`config.mk`:
```
export PLATFORM = sky130hd
export DESIGN_NAME = space_vector_modulator
export DESIGN_NICKNAME = d
export VERILOG_FILES = /design/src/hw/rtl/svm_pkg.sv /design/src/hw/rtl/space_vector_modulator.sv /design/src/hw/rtl/svm_dwell.sv /design/src/hw/rtl/svm_duty.sv
export SDC_FILE = /design/constraint.sdc
export NUM_CORES = 2
export LEC_CHECK = 0
export BUFFER_PORTS_ARGS = -buffer_cell sky130_fd_sc_hd__buf_2
export CAP_MARGIN = 20
export CORE_MARGIN = 5
export CORE_UTILIZATION = 50
export DETAILED_ROUTE_END_ITERATION = 12
export PLACE_DENSITY = 0.66
export SLEW_MARGIN = 30
export SYNTH_ARGS = -nofsm -noshare
export SYNTH_HDL_FRONTEND = slang
export SYNTH_SLANG_ARGS = --single-unit
```
`constraint.sdc`:
```
create_clock -name clk_i -period 8.4 [get_ports clk_i]
set_input_delay 1.68 -clock clk_i [delete_from_list [all_inputs] [get_ports clk_i]]
set_output_delay 1.68 -clock clk_i [all_outputs]
set_load 0.01 [all_outputs]
```
`src/hw/rtl/svm_pkg.sv`:
```
// Shared types, constants and the per-sextant phase sign table of the space
// vector modulator. No dependencies.
`default_nettype none

package svm_pkg;

  // Field widths
  localparam int unsigned IN_W     = 16;
  localparam int unsigned DUTY_W   = 15;
  localparam int unsigned SECTOR_W = 3;

  // Scaled alpha and beta products (48 bits) and dwell times (one bit more)
  localparam int unsigned PROD_W   = 48;
  localparam int unsigned DWELL_W  = PROD_W + 1;

  // Default fraction bits of the input format
  localparam int unsigned FRAC_BITS_DEF = 14;

  // Output duty scale: 1.0 = 2^OUT_FRAC
  localparam int unsigned OUT_FRAC = 14;
  localparam logic [DUTY_W-1:0] DUTY_MAX = DUTY_W'(1) << OUT_FRAC;

  // Approximately 2^32 / sqrt(3)
  localparam logic [31:0] INV_SQRT3_Q32 = 32'd2479700526;

  // Sextant codes, numbered as on the output port
  typedef enum logic [SECTOR_W-1:0] {
    SECTOR_1 = 3'd1,
    SECTOR_2 = 3'd2,
    SECTOR_3 = 3'd3,
    SECTOR_4 = 3'd4,
    SECTOR_5 = 3'd5,
    SECTOR_6 = 3'd6
  } sector_e;

  // Each doubled duty is one +/- ta +/- tb; a set bit negates that term
  typedef struct packed {
    logic neg_ta;
    logic neg_tb;
  } phase_sign_t;

  typedef struct packed {
    phase_sign_t a;
    phase_sign_t b;
    phase_sign_t c;
  } signs_t;

  // Scaled vector after the multiplier stage
  typedef struct packed {
    logic signed [PROD_W-1:0] a;
    logic signed [PROD_W-1:0] b;
  } prod_t;

  // Dwell stage result
  typedef struct packed {
    logic signed [DWELL_W-1:0] ta;
    logic signed [DWELL_W-1:0] tb;
    sector_e                   sector;
    signs_t                    signs;
  } dwell_t;

  // Per-sextant term signs: the leading phase gets one - ta - tb, the
  // trailing phase one + ta + tb, the middle phase one of the mixed forms.
  function automatic signs_t phase_signs(sector_e sector);
    signs_t s;
    s = '0;
    unique case (sector)
      SECTOR_1: begin
        s.a = '{1'b1, 1'b1}; s.b = '{1'b0, 1'b1}; s.c = '{1'b0, 1'b0};
      end
      SECTOR_2: begin
        s.b = '{1'b1, 1'b1}; s.a = '{1'b1, 1'b0}; s.c = '{1'b0, 1'b0};
      end
      SECTOR_3: begin
        s.b = '{1'b1, 1'b1}; s.c = '{1'b0, 1'b1}; s.a = '{1'b0, 1'b0};
      end
      SECTOR_4: begin
        s.c = '{1'b1, 1'b1}; s.b = '{1'b1, 1'b0}; s.a = '{1'b0, 1'b0};
      end
      SECTOR_5: begin
        s.c = '{1'b1, 1'b1}; s.a = '{1'b0, 1'b1}; s.b = '{1'b0, 1'b0};
      end
      SECTOR_6: begin
        s.a = '{1'b1, 1'b1}; s.c = '{1'b1, 1'b0}; s.b = '{1'b0, 1'b0};
      end
      default: begin
        s = '0;
      end
    endcase
    return s;
  endfunction

endpackage

`default_nettype wire

```
`src/hw/rtl/space_vector_modulator.sv`:
```
// Space vector modulator top level: handshake, pipeline registers and the
// multiplier stage. Depends on svm_pkg, svm_dwell and svm_duty.
//
// Usage:
//   A request carries alpha_norm_i and beta_norm_i (signed, 1.0 = 2^FRAC_BITS)
//   and is taken when in_valid_i is high and in_stall_o low. Each request
//   gives exactly one result: three phase duties (unsigned, 16384 = 1.0,
//   saturated to 0..1) and the sextant number 1..6, offered on out_valid_o
//   and taken when out_stall_i is low.
//   Path: the request is caught in the input register, then passes the
//   beta/sqrt3 multiply, the sextant and dwell stage and the duty and
//   rounding stage, one register each.
//   Throughput: one request per cycle while the receiver does not stall; the
//   four stages work on different requests at the same time.
//   Stalls: a stalled result holds on the outputs. Empty stages keep filling
//   behind it, and in_stall_o rises only when all four stages hold requests
//   and the receiver stalls.
//   Reset: asynchronous, active low; clears all stage valids, no result is
//   offered after reset. The payload registers are not reset.
`default_nettype none

module space_vector_modulator #(
  parameter int unsigned FRAC_BITS = svm_pkg::FRAC_BITS_DEF
) (
  input  logic                                 clk_i,
  input  logic                                 rst_ni,
  input  logic                                 in_valid_i,
  output logic                                 in_stall_o,
  input  logic signed [svm_pkg::IN_W-1:0]      alpha_norm_i,
  input  logic signed [svm_pkg::IN_W-1:0]      beta_norm_i,
  output logic                                 out_valid_o,
  input  logic                                 out_stall_i,
  output logic        [svm_pkg::DUTY_W-1:0]    duty_phase_a_o,
  output logic        [svm_pkg::DUTY_W-1:0]    duty_phase_b_o,
  output logic        [svm_pkg::DUTY_W-1:0]    duty_phase_c_o,
  output logic        [svm_pkg::SECTOR_W-1:0]  sector_number_o
);
  import svm_pkg::*;

  // Stage valids and advance enables
  logic v0_q, v1_q, v2_q, v3_q;
  logic en0, en1, en2, en3;

  // Stage payloads
  logic signed [IN_W-1:0]   alpha_q;
  logic signed [IN_W-1:0]   beta_q;
  prod_t                    prod_d, prod_q;
  dwell_t                   dwell_d, dwell_q;
  logic        [DUTY_W-1:0] duty_a_d, duty_b_d, duty_c_d;
  logic        [DUTY_W-1:0] duty_a_q, duty_b_q, duty_c_q;
  sector_e                  sector_q;
  logic signed [PROD_W:0]   beta_scaled;

  // A stage advances when it is empty or the next one advances
  assign en3 = !v3_q || !out_stall_i;
  assign en2 = !v2_q || en3;
  assign en1 = !v1_q || en2;
  assign en0 = !v0_q || en1;

  assign in_stall_o = !en0;

  always_ff @(posedge clk_i or negedge rst_ni) begin
    if (!rst_ni) begin
      v0_q <= 1'b0;
      v1_q <= 1'b0;
      v2_q <= 1'b0;
      v3_q <= 1'b0;
    end else begin
      if (en0) v0_q <= in_valid_i;
      if (en1) v1_q <= v0_q;
      if (en2) v2_q <= v1_q;
      if (en3) v3_q <= v2_q;
    end
  end

  // Multiplier stage: alpha scaled by 2^32, beta by 2^32/sqrt3
  assign beta_scaled = beta_q * $signed({1'b0, INV_SQRT3_Q32});
  assign prod_d.a    = {alpha_q, 32'b0};
  assign prod_d.b    = beta_scaled[PROD_W-1:0];

  // Sextant and dwell times
  svm_dwell u_dwell (
    .prod_i  (prod_q),
    .dwell_o (dwell_d)
  );

  // Phase duties
  svm_duty #(.FRAC_BITS(FRAC_BITS)) u_duty_a (
    .ta_i   (dwell_q.ta),
    .tb_i   (dwell_q.tb),
    .sign_i (dwell_q.signs.a),
    .duty_o (duty_a_d)
  );

  svm_duty #(.FRAC_BITS(FRAC_BITS)) u_duty_b (
    .ta_i   (dwell_q.ta),
    .tb_i   (dwell_q.tb),
    .sign_i (dwell_q.signs.b),
    .duty_o (duty_b_d)
  );

  svm_duty #(.FRAC_BITS(FRAC_BITS)) u_duty_c (
    .ta_i   (dwell_q.ta),
    .tb_i   (dwell_q.tb),
    .sign_i (dwell_q.signs.c),
    .duty_o (duty_c_d)
  );

  // Payload registers, no reset
  always_ff @(posedge clk_i) begin
    if (en0) begin
      alpha_q <= alpha_norm_i;
      beta_q  <= beta_norm_i;
    end
    if (en1) prod_q  <= prod_d;
    if (en2) dwell_q <= dwell_d;
    if (en3) begin
      duty_a_q <= duty_a_d;
      duty_b_q <= duty_b_d;
      duty_c_q <= duty_c_d;
      sector_q <= dwell_q.sector;
    end
  end

  assign out_valid_o     = v3_q;
  assign duty_phase_a_o  = duty_a_q;
  assign duty_phase_b_o  = duty_b_q;
  assign duty_phase_c_o  = duty_c_q;
  assign sector_number_o = sector_q;

endmodule

`default_nettype wire

```
`src/hw/rtl/svm_dwell.sv`:
```
// Sextant decision and active dwell times from the scaled vector.
// Depends on svm_pkg.
`default_nettype none

module svm_dwell (
  input  svm_pkg::prod_t  prod_i,
  output svm_pkg::dwell_t dwell_o
);
  import svm_pkg::*;

  logic signed [DWELL_W-1:0] ax;
  logic signed [DWELL_W-1:0] bx;
  logic signed [DWELL_W-1:0] neg_b;
  logic signed [DWELL_W-1:0] sum_ab;
  logic signed [DWELL_W-1:0] diff_ab;
  logic signed [DWELL_W-1:0] dbl_b;
  logic                      b_gt_a;
  logic                      nb_gt_a;
  sector_e                   sector;

  // Candidate terms, all formed in parallel with the compares
  assign ax      = {prod_i.a[PROD_W-1], prod_i.a};
  assign bx      = {prod_i.b[PROD_W-1], prod_i.b};
  assign neg_b   = -bx;
  assign sum_ab  = ax + bx;
  assign diff_ab = ax - bx;
  assign dbl_b   = {prod_i.b, 1'b0};
  assign b_gt_a  = bx > ax;
  assign nb_gt_a = neg_b > ax;

  // Sextant from the signs of alpha and beta and the beta/sqrt3 compare
  always_comb begin
    if (!prod_i.b[PROD_W-1]) begin
      if (!prod_i.a[PROD_W-1]) begin
        sector = b_gt_a ? SECTOR_2 : SECTOR_1;
      end else begin
        sector = nb_gt_a ? SECTOR_3 : SECTOR_2;
      end
    end else begin
      if (!prod_i.a[PROD_W-1]) begin
        sector = nb_gt_a ? SECTOR_5 : SECTOR_6;
      end else begin
        sector = b_gt_a ? SECTOR_4 : SECTOR_5;
      end
    end
  end

  // Active dwell times of the sextant
  always_comb begin
    dwell_o.sector = sector;
    dwell_o.signs  = phase_signs(sector);
    unique case (sector)
      SECTOR_1: begin
        dwell_o.ta = diff_ab;  dwell_o.tb = dbl_b;
      end
      SECTOR_2: begin
        dwell_o.ta = sum_ab;   dwell_o.tb = -diff_ab;
      end
      SECTOR_3: begin
        dwell_o.ta = dbl_b;    dwell_o.tb = -sum_ab;
      end
      SECTOR_4: begin
        dwell_o.ta = -diff_ab; dwell_o.tb = -dbl_b;
      end
      SECTOR_5: begin
        dwell_o.ta = -sum_ab;  dwell_o.tb = diff_ab;
      end
      SECTOR_6: begin
        dwell_o.ta = -dbl_b;   dwell_o.tb = sum_ab;
      end
      default: begin
        dwell_o.ta = '0;       dwell_o.tb = '0;
      end
    endcase
  end

endmodule

`default_nettype wire

```
`src/hw/rtl/svm_duty.sv`:
```
// One phase duty: centred sum of the dwell terms, saturated to 0..1 and
// rounded to the output scale. Depends on svm_pkg.
`default_nettype none

module svm_duty #(
  parameter int unsigned FRAC_BITS = svm_pkg::FRAC_BITS_DEF
) (
  input  logic signed [svm_pkg::DWELL_W-1:0] ta_i,
  input  logic signed [svm_pkg::DWELL_W-1:0] tb_i,
  input  svm_pkg::phase_sign_t               sign_i,
  output logic        [svm_pkg::DUTY_W-1:0]  duty_o
);
  import svm_pkg::*;

  // Room for one (2^(FRAC_BITS+32)), the dwell terms and the full-scale limit
  localparam int unsigned BASE_W = (FRAC_BITS + 32 > 50) ? FRAC_BITS + 32 : 50;
  localparam int unsigned SUM_W  = BASE_W + 3;
  localparam int unsigned SHIFT  = FRAC_BITS + 33 - OUT_FRAC;

  localparam logic [SUM_W-1:0] ONE  = SUM_W'(1) << (FRAC_BITS + 32);
  localparam logic [SUM_W-1:0] FULL = SUM_W'(1) << (FRAC_BITS + 33);
  localparam logic [SUM_W-1:0] HALF = SUM_W'(1) << (SHIFT - 1);

  logic signed [SUM_W-1:0] ta_x;
  logic signed [SUM_W-1:0] tb_x;
  logic signed [SUM_W-1:0] term_a;
  logic signed [SUM_W-1:0] term_b;
  logic signed [SUM_W-1:0] sum;
  logic        [SUM_W-1:0] rnd;

  assign ta_x   = {{(SUM_W-DWELL_W){ta_i[DWELL_W-1]}}, ta_i};
  assign tb_x   = {{(SUM_W-DWELL_W){tb_i[DWELL_W-1]}}, tb_i};
  assign term_a = sign_i.neg_ta ? -ta_x : ta_x;
  assign term_b = sign_i.neg_tb ? -tb_x : tb_x;
  assign sum    = $signed(ONE) + term_a + term_b;
  assign rnd    = sum + HALF;

  // Saturate below zero and above full scale, else round half up
  always_comb begin
    if (sum[SUM_W-1]) begin
      duty_o = '0;
    end else if (sum > $signed(FULL)) begin
      duty_o = DUTY_MAX;
    end else begin
      duty_o = rnd[SHIFT+DUTY_W-1:SHIFT];
    end
  end

endmodule

`default_nettype wire

```
Word level (Yosys, flattened, before mapping) --
Cells that the tools add are included.
Word-level totals: register bits after elaboration 254, latch bits 0, bits in writable memories 0, memory bits (read-only) 0, word-level logic and storage cells 84, memories kept 0
Operators by class: $add $sub $neg 17, $mul 1, divide/modulo/power cells 0, order comparisons 5, equal/unequal tests 6, shift-type cells 0, muxes and demuxes 18, bitwise gates (word level) 0, reductions and logical operators 13
Operators by type and width (count):
- case mux 98 bit (6 select lines) | 1
- two-way mux 53 bit | 6
- adder 48 x 53 -> 53 bit, first input constant | 3
- adder 53 bit | 3
- greater-than comparator 53 x 49 -> 1 bit, second input constant | 3
- negator 49 bit | 3
- adder 48 x 33 -> 48 bit, second input constant | 3
- negator 49 -> 53 bit | 2
- adder 48 x 48 -> 49 bit | 1
- greater-than comparator 49 x 48 -> 1 bit | 1
- negator 48 -> 49 bit | 1
- subtractor 48 x 48 -> 49 bit | 1
- greater-than comparator 48 bit | 1
- multiplier 16 x 32 -> 47 bit, second input constant | 1
- two-way mux 15 bit | 3
- case mux 6 bit (6 select lines) | 1
- equality test 3 bit, second input constant | 3
- two-way mux 2 bit | 4
- equality test 3 x 2 -> 1 bit, second input constant | 2
- logical NOT 1 bit | 6
- OR reduction 2 bit | 3
- logical OR 1 bit | 4
- equality test 3 x 1 -> 1 bit, second input constant | 1
- two-way mux 3 bit | 1
- two-way mux 1 bit | 2

Depth between registers and ports, before layout --
depth in word-level cells 7, depth in mapped cells 33, mapped depth without buffers 30

Modules after synthesis --
From an unflattened synthesis, not the netlist that was laid out.
Unflattened totals: cells, all modules 6475, area total of the unflattened synthesis 51692.1 µm²
Modules (own cells, without submodules):
- space_vector_modulator | instances 1, cells an instance 1211, area each 16276.9 µm², seq. area each 7607.3 µm²
- svm_duty at u_duty_b ... | instances 2, cells an instance 1059, area each 7148.1 µm², seq. area each 0.0 µm²
- svm_dwell | instances 1, cells an instance 2148, area each 13847.0 µm², seq. area each 0.0 µm²
- svm_duty at u_duty_a | instances 1, cells an instance 998, area each 7272.0 µm², seq. area each 0.0 µm²

Worst setup path before layout --
Ideal clock, no wire load.
kind reg2reg, from register dwell_q[15] (netlist name), to register duty_b_q[10] (netlist: duty_phase_b_o[10]), data pin, arrival time 7.495 ns, required time 8.243 ns, path slack 0.748 ns, stages on the path, launching flop included 32, clock period less this slack 7.652 ns, cells stage by stage edfxtp_1 > clkbuf_1 > nor3_1 > nand4b_1 > or3_1 > or4_1 > or2_2 > or3_1 > nand2_1 > xnor2_1 > ha_1 > ha_1 > clkbuf_1 > o21ai_0 > o211ai_1 > a21oi_1 > or4_1 > o21ai_0 > xor2_1 > inv_1 > ha_1 > or4b_2 > a2111oi_0 > o2111ai_1 > a2111oi_0 > nand4_1 > nor4_1 > nand4_1 > nor4_2 > a21oi_2 > buf_6 > nor3_1
Between the ends: word-level cells in the longest chain between the ends 5, elaborated cells on any way between the ends 6
Ends and longest elaborated chain:
- start, declared | RTL line space_vector_modulator.sv:48 | dwell_t dwell_d, dwell_q;
- start signal, assigned | RTL line space_vector_modulator.sv:116 | if (en2) dwell_q <= dwell_d;
- negator 49 -> 53 bit | RTL line svm_duty.sv:34 | assign term_b = sign_i.neg_tb ? -tb_x : tb_x;
- two-way mux 53 bit (*) | RTL line svm_duty.sv:34
- adder 53 bit (*) | RTL line svm_duty.sv:35 | assign sum = $signed(ONE) + term_a + term_b;
- greater-than comparator 53 x 49 -> 1 bit | RTL line svm_duty.sv:42 | end else if (sum > $signed(FULL)) begin
- OR reduction 2 bit (no line)
- end signal, assigned | RTL line space_vector_modulator.sv:119 | duty_b_q <= duty_b_d;
- end, declared | RTL line space_vector_modulator.sv:50 | logic [DUTY_W-1:0] duty_a_q, duty_b_q, duty_c_q;
Every way passes the cells marked *; elsewhere a longest branch is shown, timed or not. A chain may end at the register's enable or synchronous reset.

Worst setup path after layout --
from register dwell_q[11] (netlist name), to register duty_a_q[13] (netlist: duty_phase_a_o[13]), data pin
Between the ends: word-level cells in the longest chain between the ends 5, elaborated cells on any way between the ends 6
Ends and longest elaborated chain:
- negator 49 -> 53 bit | RTL line svm_duty.sv:34
- two-way mux 53 bit (*) | RTL line svm_duty.sv:34
- adder 53 bit (*) | RTL line svm_duty.sv:35
- greater-than comparator 53 x 49 -> 1 bit | RTL line svm_duty.sv:42
- OR reduction 2 bit (no line)
- end signal, assigned | RTL line space_vector_modulator.sv:118 | duty_a_q <= duty_a_d;
- end, declared | RTL line space_vector_modulator.sv:50
Marked as above.

==> results.toml <==
[outcome]
status = "complete, no violations"

[clocking]
clk_latency_ns = 0.59
cts.path.max_buffers = 3
numCtsBuffers = 34
htreeDepth = 2
cts_num_sinks = 252
tritoncts = "done"
cts_root_buf = "clkbuf_16"
cts.clk_slew.worst_paths_ns = 0.06

[worst_setup_path]
worstPathArrival_ns = 8.37
reg2reg_to = "duty_phase_a_o[13]"
critical_path.most_common_cell = "ha_1"
crit_path_start_kind = "flip-flop"
slowest_stage = "or4_1"
max_stage_delay_ns = 0.50
crit_end = "duty_phase_a_o[13]"
reg2regPathDepth = 30
reg2reg_slack_ns = 0.41
required_ns = 8.78
crit_path_end_kind = "flip-flop"
r2r_start = "dwell_q[11]"
cp.depth = 30
cpLargestDelayFamily = "simple AND/OR/NAND/NOR gates"
critical_path_class = "reg2reg"
critPathLaunch = "dwell_q[11]"
crit_buf_inv = 2
crit_fanout = 14

[logic_synthesis]
syn_nets = 5877
ys_seq_area_share_pct = 17.78
syn_inst = 5121
synth.most_common_cell = "ha_1"
synth.top_cell.area_share_pct = 17.54
synth_edf_count = 248
async_flop_share_pct = 1.587
ys_seq_elements = 252
syn-mean-instance-area_um2 = 8.289
synth_top_cell_by_area = "edfxtp_1"
ys_types = 104
yosysWarningCount = 0
yosys-top-cells-area = "edfxtp_1, ha_1, xnor2_1"
synth_common_cells = "ha_1, nand2_1, xnor2_1"
synthFlopType = "edfxtp_1"
syn_area_um2 = 42450

[final_layout]
antenna_cells = 0
design_area_um2 = 45030
final_util_pct = 53.64
fin_nets = 5808
fill_cells = 8022
drive_gt1_share_pct = 6.853
multi_input_area_um2 = 32440
final_cells = 6212
seq_area_um2 = 7547
syn_to_final_growth_pct = 6.078

[grt]
antenna_found_initial = 3
grt_pass1_wl_um = 216100
first_global_vias = 37300
grt.total_usage_pct = 29.91
grt.overflow.total = 0
grt_start_max_net_pins = 79

[placement]
gp_congestion = 1.039
dp_hpwl_um = 114200
place_inst = 6147
portBuffers = 85
postPlaceCellArea_um2 = 43820

[die]
rows = 106
ios = 86
die_area_um2 = 90830
initial_core_util_pct = 50.56
die_x_um = 301.4
die_y_um = 301.4
coreArea_um2 = 83950

[worst_hold_path]
min_path_type = "reg2reg"

[sta]
fin_crit_sh_pct = 95.13
slew_headroom_pct = 34.94
min_period_ns = 7.991
max_freq_mhz = 125.1
final_max_slew_viol_count = 0
tns_ns = 0
worst_slew_pin_slew_ns = 0.9737
skew_ns = 0.02365
hold_viol_final = 0
setup_viol = 0

[detailed_routing]
drt_first_pass_iters = 9
drt_iter0_drc = 3703
vias_per_cell = 6.258
ant_nets = 0
wl_um = 139700
routedWlPerCell_um = 22.49
drc_errors = 0
vias = 38880

[flow_run]
maxCapViolations = 0
routing by layer:
metal	global-route usage (%)	part of all wire [%]
met1	39.04	41
met3	3.909	6.9
met2	50.37	47
met5	0	0.037
met4	11.97	4.8
what timing repair did:
action | 4_1_cts | 5_1_grt
hold buffers | 0 | 0
setup buffers | 0 | 1
resized for setup | 0 | 22
setup endpoints to repair | 0 | 42
per-stage QoR:
step                      hold slack (ns)  worst slack (ns)
after global placement             0.4030            0.3426
after floorplan                    0.4003            0.7480
final                              0.4159            0.4087
after global routing               0.4247          -0.02503
after CTS                          0.4182            0.1507
after detailed placement           0.4045            0.1871
cell type report:
cell class / count / share of cell area (%)
clock inverters: 25 / 0.4779
inverters: 399 / 3.332
repair buffers: 164 / 2.326
flip-flops and latches: 252 / 16.76
multi-input cells: 4201 / 72.04
clock buffers: 37 / 1.914
well taps: 1134 / 3.151
kinds of logic after synthesis:
logic type | synth area share [%]
AO/OA/AOI/OAI | 19.36
XOR/XNOR | 11.31
adder cells (fa/ha/maj) | 24.10
multiplexers | 0.7133
buffers and inverters | 6.157
flip-flops | 17.78
AND/OR/NAND/NOR | 20.58
how the worst min path moves through the flow:
stage	slack, ns	endpoint	startpoint	depth (start not counted)
6_report	0.42	prod_q[89]	alpha_q[9]	0
3_3_place_gp	0.40	prod_q[94]	alpha_q[14]	0
4_1_cts	0.42	prod_q[89]	alpha_q[9]	0
5_1_grt	0.42	prod_q[87]	alpha_q[7]	0
3_5_place_dp	0.40	prod_q[86]	alpha_q[6]	0
2_1_floorplan	0.40	prod_q[80]	alpha_q[0]	0
cells in the final DEF, fill, tap and decap left out, types with 19 or more instances in the layout:
cell type | Yosys | layout
a211oi_1 | 40 | 40
a21o_1 | 132 | 132
a21oi_1 | 270 | 266
a221oi_1 | 24 | 24
a222oi_1 | 59 | 59
a22oi_1 | 52 | 52
a31oi_1 | 30 | 29
and2_1 | 35 | 35
and3_1 | 48 | 46
buf_2 | 43 | 85
buf_4 | 2 | 75
clkbuf_16 | 0 | 34
edfxtp_1 | 248 | 248
fa_1 | 163 | 163
ha_1 | 557 | 555
inv_1 | 399 | 398
mux2i_1 | 19 | 19
nand2_1 | 541 | 538
nand2b_1 | 49 | 49
nand3_1 | 124 | 123
nand3b_1 | 26 | 26
nand4_1 | 79 | 79
nand4b_1 | 19 | 19
nor2_1 | 267 | 267
nor2b_1 | 33 | 33
nor3_1 | 172 | 166
nor3b_1 | 20 | 20
nor4_1 | 72 | 69
o211ai_1 | 65 | 65
o21a_1 | 39 | 39
o21ai_0 | 201 | 200
o21bai_1 | 34 | 34
or2_2 | 31 | 31
or3_1 | 99 | 99
or4_1 | 35 | 35
xnor2_1 | 454 | 454
xor2_1 | 94 | 94
sequential cells by signal (all words and copies together) (netlist names):
register / cells
v2_q: 1
sector_number_o: 3
duty_phase_c_o: 15
duty_phase_b_o: 15
beta_q: 16
v0_q: 1
out_valid_o: 1
v1_q: 1
prod_q: 63
alpha_q: 16
duty_phase_a_o: 15
dwell_q: 105
Power is not shown: default switching activity piles up to over one toggle a cycle in this logic, so the estimate is an artifact.
